### src/rtl/assert_macros.svh
// assertion macros shared by the rtl
// no dependencies; define NO_ASSERTIONS to compile them out
`ifndef ASSERT_MACROS_SVH
`define ASSERT_MACROS_SVH

`ifndef NO_ASSERTIONS
// expression holds at every clock edge out of reset
`define ASSERT_ALWAYS(lbl, clk, rst_n, expr) \
  lbl: assert property (@(posedge clk) disable iff (!rst_n) (expr)) \
    else $error("assertion violated");
// antecedent implies consequent in the same cycle
`define ASSERT_IMPL(lbl, clk, rst_n, ante, cons) \
  lbl: assert property (@(posedge clk) disable iff (!rst_n) (ante) |-> (cons)) \
    else $error("assertion violated");
`else
`define ASSERT_ALWAYS(lbl, clk, rst_n, expr)
`define ASSERT_IMPL(lbl, clk, rst_n, ante, cons)
`endif

`endif

### src/rtl/cmmn_pkg.sv
// types and constants of the column min-max normalizer
// no dependencies
`default_nettype none

package cmmn_pkg;

  localparam int VALUE_W    = 16;
  localparam int RESULT_W   = 17;
  localparam int ROW_NUM_W  = 3;
  localparam int COL_NUM_W  = 3;
  localparam int STATUS_W   = 2;
  localparam int CFG_W      = 4;
  localparam int IN_DATA_W  = 24;
  localparam int OUT_DATA_W = 24;

  // fixed point
  localparam int FRAC_W   = 15;
  localparam int QUO_W    = 16;
  localparam int QUO_MAX  = 2 ** FRAC_W;
  localparam int VAL_MAX  = 2 ** (VALUE_W - 1) - 1;
  localparam int VAL_MIN  = -(2 ** (VALUE_W - 1));
  localparam int DIFF_W   = VALUE_W + 1;
  localparam int REM_W    = VALUE_W + 2;
  localparam int PROD_W   = 2 * VALUE_W + 1;
  localparam int SHIFT_W  = PROD_W + 1 - FRAC_W;
  localparam int DN_SUM_W = VALUE_W + 4;

  // divider: quotient bits retired per cycle
  localparam int DIV_PER_CYCLE = 4;
  localparam int DIV_CYCLES    = QUO_W / DIV_PER_CYCLE;
  localparam int DIV_CNT_W     = $clog2(DIV_CYCLES);

  // commands
  localparam logic CMD_LOAD   = 1'b0;
  localparam logic CMD_DENORM = 1'b1;

  typedef logic [STATUS_W-1:0] status_t;

  localparam status_t ST_OK    = 2'd0;
  localparam status_t ST_CONST = 2'd1;
  localparam status_t ST_DROP  = 2'd2;
  localparam status_t ST_SAT   = 2'd3;

  typedef logic signed [VALUE_W-1:0] value_t;

  typedef struct packed {
    value_t col_max;
    value_t col_min;
  } stat_entry_t;

endpackage

`default_nettype wire

### src/rtl/column_min_max_normalizer_core.sv
// column min-max normalizer: sample store, column statistics, divider and denormalizer
// depends on cmmn_pkg and assert_macros.svh
`default_nettype none
`include "assert_macros.svh"

// Usage
// in channel: in_tuser selects the command (0 load, 1 denormalize), in_tdata carries
//   the value and the column, in_tlast marks the final sample of a matrix
// out channel: out_tdata carries result, row and column, out_tuser the status,
//   out_tlast the last result of a run (always set for denormalize)
// cfg_wr_en/cfg_wr_data set the row width; the user must write it only while the block
//   is idle, the block itself does not enforce this
// Sequence
// a load request: the sample is written to the store while the column
//   statistics are read, then min/max are written back
// a denormalize request: stats read, 16x17 multiply, then round and saturate
//   into the output register once that register is free
// after the last sample each result goes through store and stats read, prep,
//   the radix-16 divider for the 16-bit quotient and output load; a constant
//   column skips the divider
// Reset: counters and the overflow flag clear, statistics read as zero until
//   first written, width goes to MAX_COLUMNS; the sample store is not cleared
// Stall: a result waits in the output register; a new request is taken as soon
//   as the block is idle, and the emit walk holds until the register frees up
module column_min_max_normalizer_core #(
  parameter int MAX_ROWS    = 8,
  parameter int MAX_COLUMNS = 8
) (
  input  wire logic                            clk,
  input  wire logic                            rst_n,
  // configuration
  input  wire logic                            cfg_wr_en,
  input  wire logic [cmmn_pkg::CFG_W-1:0]      cfg_wr_data,   // columns_in_use
  // request channel
  input  wire logic                            in_tvalid,
  output logic                                 in_tready,
  input  wire logic [cmmn_pkg::IN_DATA_W-1:0]  in_tdata,      // sample_value, column_index
  input  wire logic                            in_tuser,      // command
  input  wire logic                            in_tlast,      // last_sample
  // result channel
  output logic                                 out_tvalid,
  input  wire logic                            out_tready,
  output logic [cmmn_pkg::OUT_DATA_W-1:0]      out_tdata,     // result_value, row, column
  output cmmn_pkg::status_t                    out_tuser,     // status
  output logic                                 out_tlast      // final_result
);
  import cmmn_pkg::*;

  localparam int COL_W  = (MAX_COLUMNS > 1) ? $clog2(MAX_COLUMNS) : 1;
  localparam int CCNT_W = $clog2(MAX_COLUMNS + 1);
  localparam int RCNT_W = $clog2(MAX_ROWS + 1);
  localparam int DEPTH  = MAX_ROWS * MAX_COLUMNS;
  localparam int ADDR_W = (DEPTH > 1) ? $clog2(DEPTH) : 1;
  localparam int PAD_W  = OUT_DATA_W - RESULT_W - ROW_NUM_W - COL_NUM_W;

  localparam logic [2:0] S_IDLE   = 3'd0;
  localparam logic [2:0] S_LOAD   = 3'd1;
  localparam logic [2:0] S_E_RD   = 3'd2;
  localparam logic [2:0] S_E_PREP = 3'd3;
  localparam logic [2:0] S_E_DIV  = 3'd4;
  localparam logic [2:0] S_E_OUT  = 3'd5;
  localparam logic [2:0] S_DN_MUL = 3'd6;
  localparam logic [2:0] S_DN_OUT = 3'd7;

  localparam logic signed [DN_SUM_W-1:0] SAT_HI = DN_SUM_W'(VAL_MAX);
  localparam logic signed [DN_SUM_W-1:0] SAT_LO = DN_SUM_W'(VAL_MIN);

  logic [2:0] state_r, state_nxt;

  // configuration
  logic [CFG_W-1:0]  cfg_cols_r;
  logic [CCNT_W-1:0] cols_act;

  // load counters
  logic [RCNT_W-1:0] rc_r;
  logic [CCNT_W-1:0] cc_r;
  logic              ovf_r;

  // request decode
  logic               in_acc;
  value_t             in_val;
  logic [2:0]         in_cidx;
  logic [COL_W-1:0]   dn_col;

  // load position logic
  logic              wrap0, wrap1, ld_store;
  logic [CCNT_W-1:0] ld_c, ld_c_inc;
  logic [RCNT_W-1:0] ld_r;
  logic [ADDR_W-1:0] ld_addr;

  // latched load request
  value_t            ld_v_r;
  logic [COL_W-1:0]  ld_col_r;
  logic              ld_first_r, ld_store_r, ld_last_r;

  // memories
  value_t            store_mem [DEPTH];
  value_t            store_rd_r;
  stat_entry_t       stat_mem [MAX_COLUMNS];
  logic [MAX_COLUMNS-1:0] stat_vld_r;
  stat_entry_t       stat_rd_r, stat_q, stat_wr;
  logic              stat_hit_r;
  logic              stat_rd_en;
  logic [COL_W-1:0]  stat_rd_addr;

  // emit walk
  logic [RCNT_W-1:0] er_r, e_full_r, snap_full, nr;
  logic [CCNT_W-1:0] ec_r, e_part_r, e_cols_r, snap_part, nc, ec_inc;
  logic              e_ovf_r, e_const_r, snap_any, next_valid, e_wrap;
  logic [ADDR_W-1:0] e_addr;

  // normalize datapath
  logic signed [DIFF_W-1:0] diff, dx, dclamp;
  logic                     is_const;
  logic [REM_W-1:0]         rem_r, dvs_r, rem_v, rem_s;
  logic [VALUE_W-1:0]       lo_r, lo_v;
  logic [QUO_W-1:0]         quo_r, q_v;
  logic [DIV_CNT_W-1:0]     div_cnt_r;

  // denormalize datapath
  value_t                     dn_v_r, dn_min_r;
  logic [COL_W-1:0]           dn_col_r;
  logic signed [PROD_W-1:0]   prod_r;
  logic signed [DIFF_W-1:0]   dn_diff;
  logic signed [PROD_W:0]     dn_rnd;
  logic signed [SHIFT_W-1:0]  dn_sh;
  logic signed [DN_SUM_W-1:0] dn_sum;
  logic signed [RESULT_W-1:0] dn_res;
  status_t                    dn_st;

  // output register
  logic                out_valid_r, out_free, out_load;
  logic [RESULT_W-1:0] out_res_r, out_res_nxt;
  logic [ROW_NUM_W-1:0] out_row_r, out_row_nxt;
  logic [COL_NUM_W-1:0] out_col_r, out_col_nxt;
  logic                out_last_r, out_last_nxt;
  status_t             out_st_r, out_st_nxt;

  // ---------------------------------------------------------------------------
  // request decode and width clamp
  assign in_tready = (state_r == S_IDLE);
  assign in_acc    = in_tvalid & in_tready;
  assign in_val    = value_t'(in_tdata[VALUE_W-1:0]);
  assign in_cidx   = in_tdata[VALUE_W +: COL_NUM_W];

  always_comb begin
    if (cfg_cols_r == '0) begin
      cols_act = CCNT_W'(1);
    end else if (cfg_cols_r > CFG_W'(MAX_COLUMNS)) begin
      cols_act = CCNT_W'(MAX_COLUMNS);
    end else begin
      cols_act = CCNT_W'(cfg_cols_r);
    end
  end

  // out-of-range column folds onto the last one
  always_comb begin
    if ({1'b0, in_cidx} >= 4'(MAX_COLUMNS)) begin
      dn_col = COL_W'(MAX_COLUMNS - 1);
    end else begin
      dn_col = COL_W'(in_cidx);
    end
  end

  // ---------------------------------------------------------------------------
  // load position: wrap left over from a width change, then advance
  always_comb begin
    wrap0    = (cc_r >= cols_act);
    ld_c     = wrap0 ? '0 : cc_r;
    ld_r     = (wrap0 && (rc_r < RCNT_W'(MAX_ROWS))) ? rc_r + 1'b1 : rc_r;
    ld_store = (ld_r < RCNT_W'(MAX_ROWS));
    ld_c_inc = ld_c + 1'b1;
    wrap1    = (ld_c_inc >= cols_act);
    ld_addr  = ADDR_W'(ADDR_W'(ld_r) * ADDR_W'(MAX_COLUMNS) + ADDR_W'(ld_c));
  end

  // ---------------------------------------------------------------------------
  // emit walk bookkeeping
  always_comb begin
    snap_full = rc_r;
    snap_part = (rc_r < RCNT_W'(MAX_ROWS)) ? cc_r : '0;
    snap_any  = (snap_full != '0) || (snap_part != '0);
    ec_inc    = ec_r + 1'b1;
    e_wrap    = (ec_inc >= e_cols_r);
    nr        = e_wrap ? er_r + 1'b1 : er_r;
    nc        = e_wrap ? '0 : ec_inc;
    next_valid = (nr < e_full_r) || ((nr == e_full_r) && (nc < e_part_r));
    e_addr    = ADDR_W'(ADDR_W'(er_r) * ADDR_W'(MAX_COLUMNS) + ADDR_W'(ec_r));
  end

  // ---------------------------------------------------------------------------
  // statistics memory: one read port, one write port, valid bits for reset
  always_comb begin
    stat_rd_en   = 1'b0;
    stat_rd_addr = ld_c[COL_W-1:0];
    if (in_acc) begin
      stat_rd_en   = 1'b1;
      stat_rd_addr = (in_tuser == CMD_DENORM) ? dn_col : ld_c[COL_W-1:0];
    end else if (state_r == S_E_RD) begin
      stat_rd_en   = 1'b1;
      stat_rd_addr = ec_r[COL_W-1:0];
    end
  end

  assign stat_q = stat_hit_r ? stat_rd_r : '0;

  // first row sets the range, later rows widen it
  always_comb begin
    stat_wr = stat_q;
    if (ld_first_r) begin
      stat_wr.col_min = ld_v_r;
      stat_wr.col_max = ld_v_r;
    end else begin
      if (ld_v_r < stat_q.col_min) stat_wr.col_min = ld_v_r;
      if (ld_v_r > stat_q.col_max) stat_wr.col_max = ld_v_r;
    end
  end

  always_ff @(posedge clk) begin
    if (stat_rd_en) begin
      stat_rd_r  <= stat_mem[stat_rd_addr];
      stat_hit_r <= stat_vld_r[stat_rd_addr];
    end
    if ((state_r == S_LOAD) && ld_store_r) begin
      stat_mem[ld_col_r] <= stat_wr;
    end
  end

  always_ff @(posedge clk) begin
    if (!rst_n) begin
      stat_vld_r <= '0;
    end else if ((state_r == S_LOAD) && ld_store_r) begin
      stat_vld_r[ld_col_r] <= 1'b1;
    end
  end

  // sample store
  always_ff @(posedge clk) begin
    if (in_acc && (in_tuser == CMD_LOAD) && ld_store) begin
      store_mem[ld_addr] <= in_val;
    end
    if (state_r == S_E_RD) begin
      store_rd_r <= store_mem[e_addr];
    end
  end

  // ---------------------------------------------------------------------------
  // normalize: clamp x - min into [0, diff], then q = (d*2^16 + diff) / (2*diff)
  always_comb begin
    diff     = DIFF_W'(stat_q.col_max) - DIFF_W'(stat_q.col_min);
    dx       = DIFF_W'(store_rd_r) - DIFF_W'(stat_q.col_min);
    is_const = (diff <= 0);
    if (dx < 0) begin
      dclamp = '0;
    end else if (dx > diff) begin
      dclamp = diff;
    end else begin
      dclamp = dx;
    end
  end

  // restoring divider, DIV_PER_CYCLE quotient bits a cycle
  always_comb begin
    rem_v = rem_r;
    lo_v  = lo_r;
    q_v   = quo_r;
    rem_s = '0;
    for (int i = 0; i < DIV_PER_CYCLE; i++) begin
      rem_s = {rem_v[REM_W-2:0], lo_v[VALUE_W-1]};
      lo_v  = {lo_v[VALUE_W-2:0], 1'b0};
      if (rem_s >= dvs_r) begin
        rem_v = rem_s - dvs_r;
        q_v   = {q_v[QUO_W-2:0], 1'b1};
      end else begin
        rem_v = rem_s;
        q_v   = {q_v[QUO_W-2:0], 1'b0};
      end
    end
  end

  // ---------------------------------------------------------------------------
  // denormalize: min + floor((v*diff + 2^14) / 2^15), saturated
  always_comb begin
    dn_diff = (diff < 0) ? '0 : diff;
    dn_rnd  = {prod_r[PROD_W-1], prod_r} + (PROD_W + 1)'(2 ** (FRAC_W - 1));
    dn_sh   = dn_rnd[PROD_W:FRAC_W];
    dn_sum  = DN_SUM_W'(dn_min_r) + DN_SUM_W'(dn_sh);
    dn_st   = ST_OK;
    if (dn_sum > SAT_HI) begin
      dn_res = RESULT_W'(SAT_HI);
      dn_st  = ST_SAT;
    end else if (dn_sum < SAT_LO) begin
      dn_res = RESULT_W'(SAT_LO);
      dn_st  = ST_SAT;
    end else begin
      dn_res = RESULT_W'(dn_sum);
    end
  end

  // ---------------------------------------------------------------------------
  // output register load
  assign out_free = !out_valid_r || out_tready;

  always_comb begin
    out_load     = 1'b0;
    out_res_nxt  = out_res_r;
    out_row_nxt  = out_row_r;
    out_col_nxt  = out_col_r;
    out_last_nxt = out_last_r;
    out_st_nxt   = out_st_r;
    if ((state_r == S_E_OUT) && out_free) begin
      out_load     = 1'b1;
      out_res_nxt  = e_const_r ? '0 : RESULT_W'(quo_r);
      out_row_nxt  = ROW_NUM_W'(er_r);
      out_col_nxt  = COL_NUM_W'(ec_r);
      out_last_nxt = !next_valid;
      out_st_nxt   = e_const_r ? ST_CONST : ST_OK;
      if (!next_valid && e_ovf_r) out_st_nxt = ST_DROP;
    end else if ((state_r == S_DN_OUT) && out_free) begin
      out_load     = 1'b1;
      out_res_nxt  = dn_res;
      out_row_nxt  = '0;
      out_col_nxt  = COL_NUM_W'(dn_col_r);
      out_last_nxt = 1'b1;
      out_st_nxt   = dn_st;
    end
  end

  always_ff @(posedge clk) begin
    out_res_r  <= out_res_nxt;
    out_row_r  <= out_row_nxt;
    out_col_r  <= out_col_nxt;
    out_last_r <= out_last_nxt;
    out_st_r   <= out_st_nxt;
  end

  always_ff @(posedge clk) begin
    if (!rst_n) begin
      out_valid_r <= 1'b0;
    end else if (out_load) begin
      out_valid_r <= 1'b1;
    end else if (out_tready) begin
      out_valid_r <= 1'b0;
    end
  end

  assign out_tvalid = out_valid_r;
  assign out_tdata  = {{PAD_W{1'b0}}, out_col_r, out_row_r, out_res_r};
  assign out_tuser  = out_st_r;
  assign out_tlast  = out_last_r;

  // ---------------------------------------------------------------------------
  // sequencer
  always_comb begin
    state_nxt = state_r;
    case (state_r)
      S_IDLE: begin
        if (in_acc) state_nxt = (in_tuser == CMD_DENORM) ? S_DN_MUL : S_LOAD;
      end
      S_LOAD: begin
        if (ld_last_r) state_nxt = snap_any ? S_E_RD : S_IDLE;
        else           state_nxt = S_IDLE;
      end
      S_E_RD:   state_nxt = S_E_PREP;
      S_E_PREP: state_nxt = is_const ? S_E_OUT : S_E_DIV;
      S_E_DIV: begin
        if (div_cnt_r == DIV_CNT_W'(DIV_CYCLES - 1)) state_nxt = S_E_OUT;
      end
      S_E_OUT: begin
        if (out_free) state_nxt = next_valid ? S_E_RD : S_IDLE;
      end
      S_DN_MUL: state_nxt = S_DN_OUT;
      S_DN_OUT: begin
        if (out_free) state_nxt = S_IDLE;
      end
      default: state_nxt = S_IDLE;
    endcase
  end

  // control registers
  always_ff @(posedge clk) begin
    if (!rst_n) begin
      state_r    <= S_IDLE;
      cfg_cols_r <= CFG_W'(MAX_COLUMNS);
      rc_r       <= '0;
      cc_r       <= '0;
      ovf_r      <= 1'b0;
      er_r       <= '0;
      ec_r       <= '0;
      div_cnt_r  <= '0;
    end else begin
      state_r <= state_nxt;
      if (cfg_wr_en) cfg_cols_r <= cfg_wr_data;
      if (in_acc && (in_tuser == CMD_LOAD)) begin
        cc_r <= wrap1 ? '0 : ld_c_inc;
        rc_r <= (wrap1 && ld_store) ? ld_r + 1'b1 : ld_r;
        if (!ld_store) ovf_r <= 1'b1;
      end
      // run ends: counters restart, statistics stay
      if ((state_r == S_LOAD) && ld_last_r) begin
        rc_r  <= '0;
        cc_r  <= '0;
        ovf_r <= 1'b0;
        er_r  <= '0;
        ec_r  <= '0;
      end
      if ((state_r == S_E_OUT) && out_free) begin
        er_r <= nr;
        ec_r <= nc;
      end
      if (state_r == S_E_PREP) div_cnt_r <= '0;
      else if (state_r == S_E_DIV) div_cnt_r <= div_cnt_r + 1'b1;
    end
  end

  // payload registers
  always_ff @(posedge clk) begin
    if (in_acc) begin
      ld_v_r     <= in_val;
      ld_col_r   <= ld_c[COL_W-1:0];
      ld_first_r <= (ld_r == '0);
      ld_store_r <= ld_store;
      ld_last_r  <= in_tlast;
      dn_v_r     <= in_val;
      dn_col_r   <= dn_col;
    end
    if (state_r == S_LOAD) begin
      e_full_r <= snap_full;
      e_part_r <= snap_part;
      e_cols_r <= cols_act;
      e_ovf_r  <= ovf_r;
    end
    if (state_r == S_E_PREP) begin
      e_const_r <= is_const;
      rem_r     <= REM_W'(unsigned'(dclamp));
      dvs_r     <= {1'b0, diff[VALUE_W-1:0], 1'b0};
      lo_r      <= diff[VALUE_W-1:0];
      quo_r     <= '0;
    end else if (state_r == S_E_DIV) begin
      rem_r <= rem_v;
      lo_r  <= lo_v;
      quo_r <= q_v;
    end
    if (state_r == S_DN_MUL) begin
      prod_r   <= dn_v_r * dn_diff;
      dn_min_r <= stat_q.col_min;
    end
  end

  // ---------------------------------------------------------------------------
  // checks
  `ASSERT_ALWAYS(a_col_cnt_bound, clk, rst_n, cc_r < CCNT_W'(MAX_COLUMNS))
  `ASSERT_IMPL(a_ovf_only_when_full, clk, rst_n, ovf_r, rc_r == RCNT_W'(MAX_ROWS))
  `ASSERT_IMPL(a_quo_bound, clk, rst_n, (state_r == S_E_OUT) && !e_const_r, quo_r <= QUO_W'(QUO_MAX))

endmodule

`default_nettype wire

### config.mk
export PLATFORM = sky130hd
export DESIGN_NAME = column_min_max_normalizer_core
export DESIGN_NICKNAME = d
export VERILOG_FILES = /design/src/rtl/cmmn_pkg.sv /design/src/rtl/column_min_max_normalizer_core.sv
export VERILOG_INCLUDE_DIRS = /design/src /design/src/rtl
export SDC_FILE = /design/constraint.sdc
export NUM_CORES = 2
export LEC_CHECK = 0
export BUFFER_PORTS_ARGS = -buffer_cell sky130_fd_sc_hd__buf_2
export CORE_ASPECT_RATIO = 1.5
export CORE_UTILIZATION = 58
export DETAILED_ROUTE_END_ITERATION = 8
export PLACE_DENSITY = 0.77
export RECOVER_POWER = 50
export SYNTH_ARGS = -nofsm -noshare
export SYNTH_HDL_FRONTEND = slang
export SYNTH_SLANG_ARGS = --single-unit
### constraint.sdc
create_clock -name clk -period 9.2 [get_ports clk]
set_input_delay 0.46 -clock clk [delete_from_list [all_inputs] [get_ports clk]]
set_output_delay 0.46 -clock clk [all_outputs]
set_load 0.01 [all_outputs]
# --- Word level (Yosys, flattened, before mapping) ---
# Memories as Yosys holds them, arrays and structs flattened. A register that Yosys moved wholly into a read port is not among the register bits.
# Index checks and enable logic that the tools add are counted.
word_totals:
  ramBits: 1280
  reg_bits: 215
  inputBits: 35
  word_cells: 197
  memories: 2
classes:
  n_eq_ne: 13
  n_bitwise: 5
  multipliers: 1
  order_cmp: 23
  n_reduce_logical: 29
  muxes: 75
  addsub: 16
mem_list:
  columns: ["name", "depth", "word_bits", "read_ports", "rd_clocked_by_memory_dff", "wr", "line_no", "rtl"]
  rows:
  - ["store_mem", 64, 16, 1, 1, 1, "column_min_max_normalizer_core.sv:97", "value_t store_mem [DEPTH];"]
  - ["stat_mem", 8, 32, 1, 1, 1, "column_min_max_normalizer_core.sv:99", "stat_entry_t stat_mem [MAX_COLUMNS];"]
ops:
  columns: ["operator", "count"]
  rows:
  - ["17-bit 2-to-1 mux", 13]
  - ["16-bit 2-to-1 mux", 5]
  - ["18-bit by 17-bit greater-or-equal comparator with 1-bit output", 4]
  - ["17-bit subtractor", 4]
  - ["32-bit 2-to-1 mux", 2]
  - ["4-bit 2-to-1 mux", 12]
  - ["3-bit 2-to-1 mux", 12]
  - ["33-bit by 16-bit adder with 34-bit output, second input constant", 1]
  - ["17-bit by 1-bit < comparator with 1-bit output, second input constant", 2]
  - ["16-bit by 16-bit subtractor with 17-bit output", 2]
  - ["16-bit by 17-bit multiplier with 33-bit output", 1]
  - ["3-bit case mux with 8 select lines", 1]
  - ["16-bit by 19-bit adder with 20-bit output", 1]
  - ["4-bit by 1-bit adder with 4-bit output, second input constant", 5]
  - ["20-bit by 16-bit greater-than comparator with 1-bit output, second input constant", 1]
  - ["20-bit by 16-bit < comparator with 1-bit output, second input constant", 1]
  - ["1-bit 2-to-1 mux", 20]
  - ["17-bit greater-than comparator", 1]
  - ["17-bit by 1-bit <= comparator with 1-bit output, second input constant", 1]
  - ["16-bit greater-than comparator", 1]
  - ["16-bit < comparator", 1]
  - ["2-bit 2-to-1 mux", 8]
  - ["6-bit by 4-bit adder with 6-bit output", 2]
  - ["3-bit equality test, second input constant", 4]
  - ["28 further kinds", 57]

# --- Depth between registers and ports, before layout ---
logic_depth:
  depth_word: 10
  mapped_depth: 47

# --- Least setup slack after synthesis ---
# OpenSTA, ideal clock, no wires.
synth_timing:
  path_kind: "register to register"
  start: "register dvs_r[2]"
  end: "register rem_r[8] (data pin)"
  t_arrival_ns: 9.385
  path_stages_with_launch: 43
  n_path_buf: 6
  setup_time_ns: 0.296
  path_slack_ns: -0.481
  path_cell_list: "edfxtp_1 -> inv_1 -> ha_1 -> nor2b_1 -> o31a_1 -> o41a_1 -> o31ai_4 -> o21ai_2 -> clkbuf_1 -> o21ai_0 -> inv_1 -> ha_1 -> nor2b_1 -> o31ai_1 -> a21oi_1 -> a41o_1 -> o221ai_1 -> o211ai_1 -> (+7 left out) -> o311ai_1 -> o221ai_1 -> nand2b_1 -> nor2_1 -> buf_2 -> mux2i_1 -> inv_1 -> ha_1 -> a21o_1 -> a21oi_1 -> o21ai_0 -> a21oi_1 -> o21a_1 -> or4b_1 -> buf_2 -> buf_2 -> a32oi_1 -> o31ai_2"
synth_between:
  elab_chain_cells: 10
  word_cells_on_any_way: 14
  cone_classes: "add/sub: 4; order compare: 4; mux: 6"
synth_lines:
  columns: ["item", "line_no", "rtl"]
  rows:
  - ["start, declared", "column_min_max_normalizer_core.sv:115", "logic [REM_W-1:0] rem_r, dvs_r, rem_v, rem_s;"]
  - ["start signal, assigned", "column_min_max_normalizer_core.sv:436", "dvs_r <= {1'b0, diff[VALUE_W-1:0], 1'b0};"]
  - ["17-bit subtractor or 18-bit by 17-bit greater-or-equal comparator with 1-bit output (tied branches)", "column_min_max_normalizer_core.sv:272, column_min_max_normalizer_core.sv:271", null]
  - ["17-bit 2-to-1 mux", "column_min_max_normalizer_core.sv:271", "if (rem_s >= dvs_r) begin"]
  - ["17-bit subtractor or 18-bit by 17-bit greater-or-equal comparator with 1-bit output (tied branches)", "column_min_max_normalizer_core.sv:272, column_min_max_normalizer_core.sv:271", null]
  - ["17-bit 2-to-1 mux", "column_min_max_normalizer_core.sv:271", null]
  - ["17-bit subtractor or 18-bit by 17-bit greater-or-equal comparator with 1-bit output (tied branches)", "column_min_max_normalizer_core.sv:272, column_min_max_normalizer_core.sv:271", null]
  - ["17-bit 2-to-1 mux", "column_min_max_normalizer_core.sv:271", null]
  - ["17-bit subtractor or 18-bit by 17-bit greater-or-equal comparator with 1-bit output (tied branches)", "column_min_max_normalizer_core.sv:272, column_min_max_normalizer_core.sv:271", null]
  - ["17-bit 2-to-1 mux (*)", "column_min_max_normalizer_core.sv:271", null]
  - ["17-bit 2-to-1 mux (*)", "column_min_max_normalizer_core.sv:439", "end else if (state_r == S_E_DIV) begin"]
  - ["17-bit 2-to-1 mux (*)", "column_min_max_normalizer_core.sv:433", "if (state_r == S_E_PREP) begin"]
  - ["end signal, assigned", "column_min_max_normalizer_core.sv:435", "rem_r <= REM_W'(unsigned'(dclamp));"]
  - ["end signal, assigned", "column_min_max_normalizer_core.sv:440", "rem_r <= rem_v;"]
  - ["end, declared", "column_min_max_normalizer_core.sv:115", null]
# Mark *: on every way between the ends. The rest lies on a longest branch, timed or not. The select of a mux whose other input is x is not followed.
# A chain may end at the register's enable or synchronous reset.

# --- Final worst setup path ---
layout_timing:
  start: "register rem_r[1]"
  end: "register rem_r[15] (data pin)"
layout_between:
  elab_chain_cells: 10
  word_cells_on_any_way: 14
  cone_classes: "add/sub: 4; order compare: 4; mux: 6"
layout_lines:
  columns: ["item", "line_no"]
  rows:
  - ["17-bit subtractor or 18-bit by 17-bit greater-or-equal comparator with 1-bit output (tied branches)", "column_min_max_normalizer_core.sv:272, column_min_max_normalizer_core.sv:271"]
  - ["17-bit 2-to-1 mux (*)", "column_min_max_normalizer_core.sv:271"]
  - ["17-bit subtractor or 18-bit by 17-bit greater-or-equal comparator with 1-bit output (tied branches)", "column_min_max_normalizer_core.sv:272, column_min_max_normalizer_core.sv:271"]
  - ["17-bit 2-to-1 mux (*)", "column_min_max_normalizer_core.sv:271"]
  - ["17-bit subtractor or 18-bit by 17-bit greater-or-equal comparator with 1-bit output (tied branches)", "column_min_max_normalizer_core.sv:272, column_min_max_normalizer_core.sv:271"]
  - ["17-bit 2-to-1 mux (*)", "column_min_max_normalizer_core.sv:271"]
  - ["17-bit subtractor or 18-bit by 17-bit greater-or-equal comparator with 1-bit output (tied branches)", "column_min_max_normalizer_core.sv:272, column_min_max_normalizer_core.sv:271"]
  - ["17-bit 2-to-1 mux (*)", "column_min_max_normalizer_core.sv:271"]
  - ["17-bit 2-to-1 mux (*)", "column_min_max_normalizer_core.sv:439"]
  - ["17-bit 2-to-1 mux (*)", "column_min_max_normalizer_core.sv:433"]
# Marks and branches as above.

==> results.json <==
{
  "path_common_cell": "buf_4",
  "status": "complete, but fails checks",
  "synthTopCellsByArea": "edfxtp_1, mux4_2, fa_1",
  "syn_area_mm2": 0.0753,
  "drt-vias-per-instance": 6.28,
  "hold_class": "in -> reg",
  "drt-pass1-iter-count": 5,
  "drv_cap": 26,
  "worst-path-max-fanout": 8,
  "grt_util_met3": 0.0513,
  "via_count": 45900,
  "synthMuxAreaShare": 0.113,
  "r2r-start": "rem_r[1]",
  "synth-simple-area-share": 0.0825,
  "avgRoutedWirePerCell_um": 27.3,
  "synth_xor_area_frac": 0.0156,
  "syn_area_per_cell_um2": 14.7,
  "period_share": 1.00,
  "dpl.hpwl_um": 132000,
  "violations": "max-capacitance violations, max-slew violations, negative setup slack",
  "crit_start": "rem_r[1]",
  "drtIter0Drc": 4310,
  "die-area_mm2": 0.131,
  "slowest_delay_ps": 540,
  "preCtsSetupSlack_ps": -467,
  "final_cell_mix": "edfxtp_1, nand2_1, inv_1",
  "grt_first_pass_wirelength_um": 295000,
  "period_minus_slack_ps": 9230,
  "cts_made_buffers": 139,
  "cp.arrival_ps": 9700,
  "synth_compound_area_frac": 0.0494,
  "grt_antenna_before_repair": 6,
  "layout_commonest_cell": "edfxtp_1",
  "grt_use_met1": 0.341,
  "worst_slew_pin_slew_ps": 3190,
  "min_path_cells": 3,
  "gr-usage-all-layers": 0.309,
  "fin_ws_ps": -31.2,
  "async_flop_share": 0,
  "dp.cells": 7015,
  "clk_latency_ps": 790,
  "relSlewSlack": -1.13,
  "area_delta_synth_final_pct": 12.9,
  "core_area_mm2": 0.129,
  "fin_nets": 6034,
  "rsz0062_at_grt": "true",
  "cts_tree": "built",
  "top_usage_layer": "met2",
  "fin_skew_ps": 46.4,
  "drc": 0,
  "fillCellCount": 8838,
  "synth_fp_nets": 5679,
  "yosysSeqAreaShare": 0.603,
  "ys_seq_elements": 1529,
  "final_util": 0.661,
  "routabilityCongestion": 0.999,
  "place_area_mm2": 0.0796,
  "min_from": "cfg_wr_en",
  "synth_cells": 5131,
  "initial_core_util": 0.586,
  "synth_area_leader_cell": "edfxtp_1",
  "drv_slew": 1370,
  "stdcell_count": 7308,
  "drive_above_1_share": 0.191,
  "crit_type": "reg -> reg",
  "drt-total-wl_um": 200000,
  "synth_edf_count": 1478,
  "cp-start-kind": "flop",
  "worst-r2r-cell-count": 41,
  "std_cell_rows": 161,
  "grt_pass1_vias": 47100,
  "netlist.area_leader.share": 0.590,
  "synthDistinctLibCells": 91,
  "synth_top_family_by_area": "multiplexers",
  "die_h_um": 443,
  "die-width_um": 296,
  "finalHoldViolCount": 0,
  "max_freq_ghz": 0.108,
  "cts-root-buf": "clkbuf_16",
  "postRouteAntennaNets": 0,
  "htree_levels": 4,
  "io_pins": 64,
  "io_buffers": 57,
  "cpMaxStageDelayCell": "or4b_4",
  "yosys_warnings": 0,
  "grtUsageMet2": 0.549,
  "synthAdderAreaFrac": 0.105,
  "synth-main-ff-cell": "edfxtp_1",
  "clockBufferDepth": 3,
  "grt_overflow": 0,
  "setup_viol": 4,
  "clock_sink_count": 1529,
  "grt_max_degree": 101,
  "clk_pin_slew_ps": 60,
  "design_area_mm2": 0.0849,
  "crit_path_end_kind": "flop",
  "required_ps": 9670
}
==> routing by layer <==
metal / share of wire / vias up
met5: 0.00014 / -
met4: 0.072 / 4
met3: 0.065 / 624
met2: 0.53 / 2123
met1: 0.33 / 23200
li1: - / 19900
==> timing repair <==
item | 4_1_cts | 5_1_grt
hold endpoints to repair | 10 | 0
buffers inserted | 2 | 24
resized for setup | 9 | 85
pin swaps | 2 | 44
endpoints found under the setup margin | 18 | 35
gates cloned | 0 | 3
hold buffers | 12 | 0
==> sequential cells by signal (all words and copies together), names as in the netlist, 8 cells and up <==
signal	flops
lo_r	16
stat_mem	256
stat_vld_r	8
out_res_r	17
dvs_r	16
dn_min_r	16
dn_v_r	16
stat_rd_r	32
prod_r	19
store_rd_r	16
store_mem	1024
rem_r	17
quo_r	16
==> cell usage after synthesis (13+ instances only) <==
cell type  instances
mux4_2           336
mux2i_1           31
nor2_1           219
a21boi_0          13
nor2b_1           41
edfxtp_1        1478
a21o_1            52
a221o_1           13
clkbuf_1         170
nor3_1            59
xor2_1            43
a22o_1            15
xnor2_1           91
or3_1             16
o21ai_0          133
inv_1            394
and2_1            38
and3_1            68
buf_1             43
nand3_1          213
mux2_2            56
dfxtp_1           51
a211oi_1          18
nand2_1          611
nand4_1           36
ha_1             313
o21a_1            48
nand2b_1          28
fa_1             200
a21oi_1          111
==> kinds of logic (layout without fill, tap and decap cells) <==
| group | after synthesis | count (layout) |
|---|---|---|
| adder cells (fa/ha/maj) | 513 | 513 |
| other | 1 | 3 |
| buffers and inverters | 616 | 1079 |
| XOR/XNOR | 134 | 134 |
| multiplexers | 423 | 423 |
| AO/OA/AOI/OAI | 544 | 545 |
| AND/OR/NAND/NOR | 1371 | 1371 |
| flip-flops | 1529 | 1529 |
==> worst paths after layout <==
check | to | slack (ps)
setup / recovery | rem_r[15] | -30
hold / removal | cfg_cols_r[0] | 50
setup reg to reg | rem_r[15] | -30
hold reg to reg | stat_vld_r[6] | 460
==> metrics by stage <==
stage,hold WS (ps),TNS [ps]
after global routing,69.6,-6820
after floorplan,409,0
after detailed placement,453,-6080
after CTS,3.73,-6.54
after global placement,439,-2950
final,49.4,-47.9
==> layout make-up <==
cell class	instances	area [um^2]	share of cell area
antenna	2	5.00	0.0000589
clock buffer	158	3620	0.0426
clock inverter	92	1040	0.0122
inverter	396	1490	0.0175
multi-input combinational	2987	28200	0.332
sequential	1529	45400	0.535
tap	1711	2140	0.0252
timing repair buffer	433	3060	0.0361
==> worst max-delay path: cells and delay by family, from the launching register on <==
kind / cells / cell delay, ps
DFF: 1 / 430
and+or+nand+nor: 5 / 1260
AOI/OAI and AO/OA: 20 / 4260
adders and majority gates: 4 / 1180
buffers and inverters: 9 / 1330
xor gates and xnor gates: 1 / 50
muxes: 2 / 390
Power is left out: the tool's default activity adds up to more than one toggle a clock period on the data nets, which glitch-free logic cannot reach.
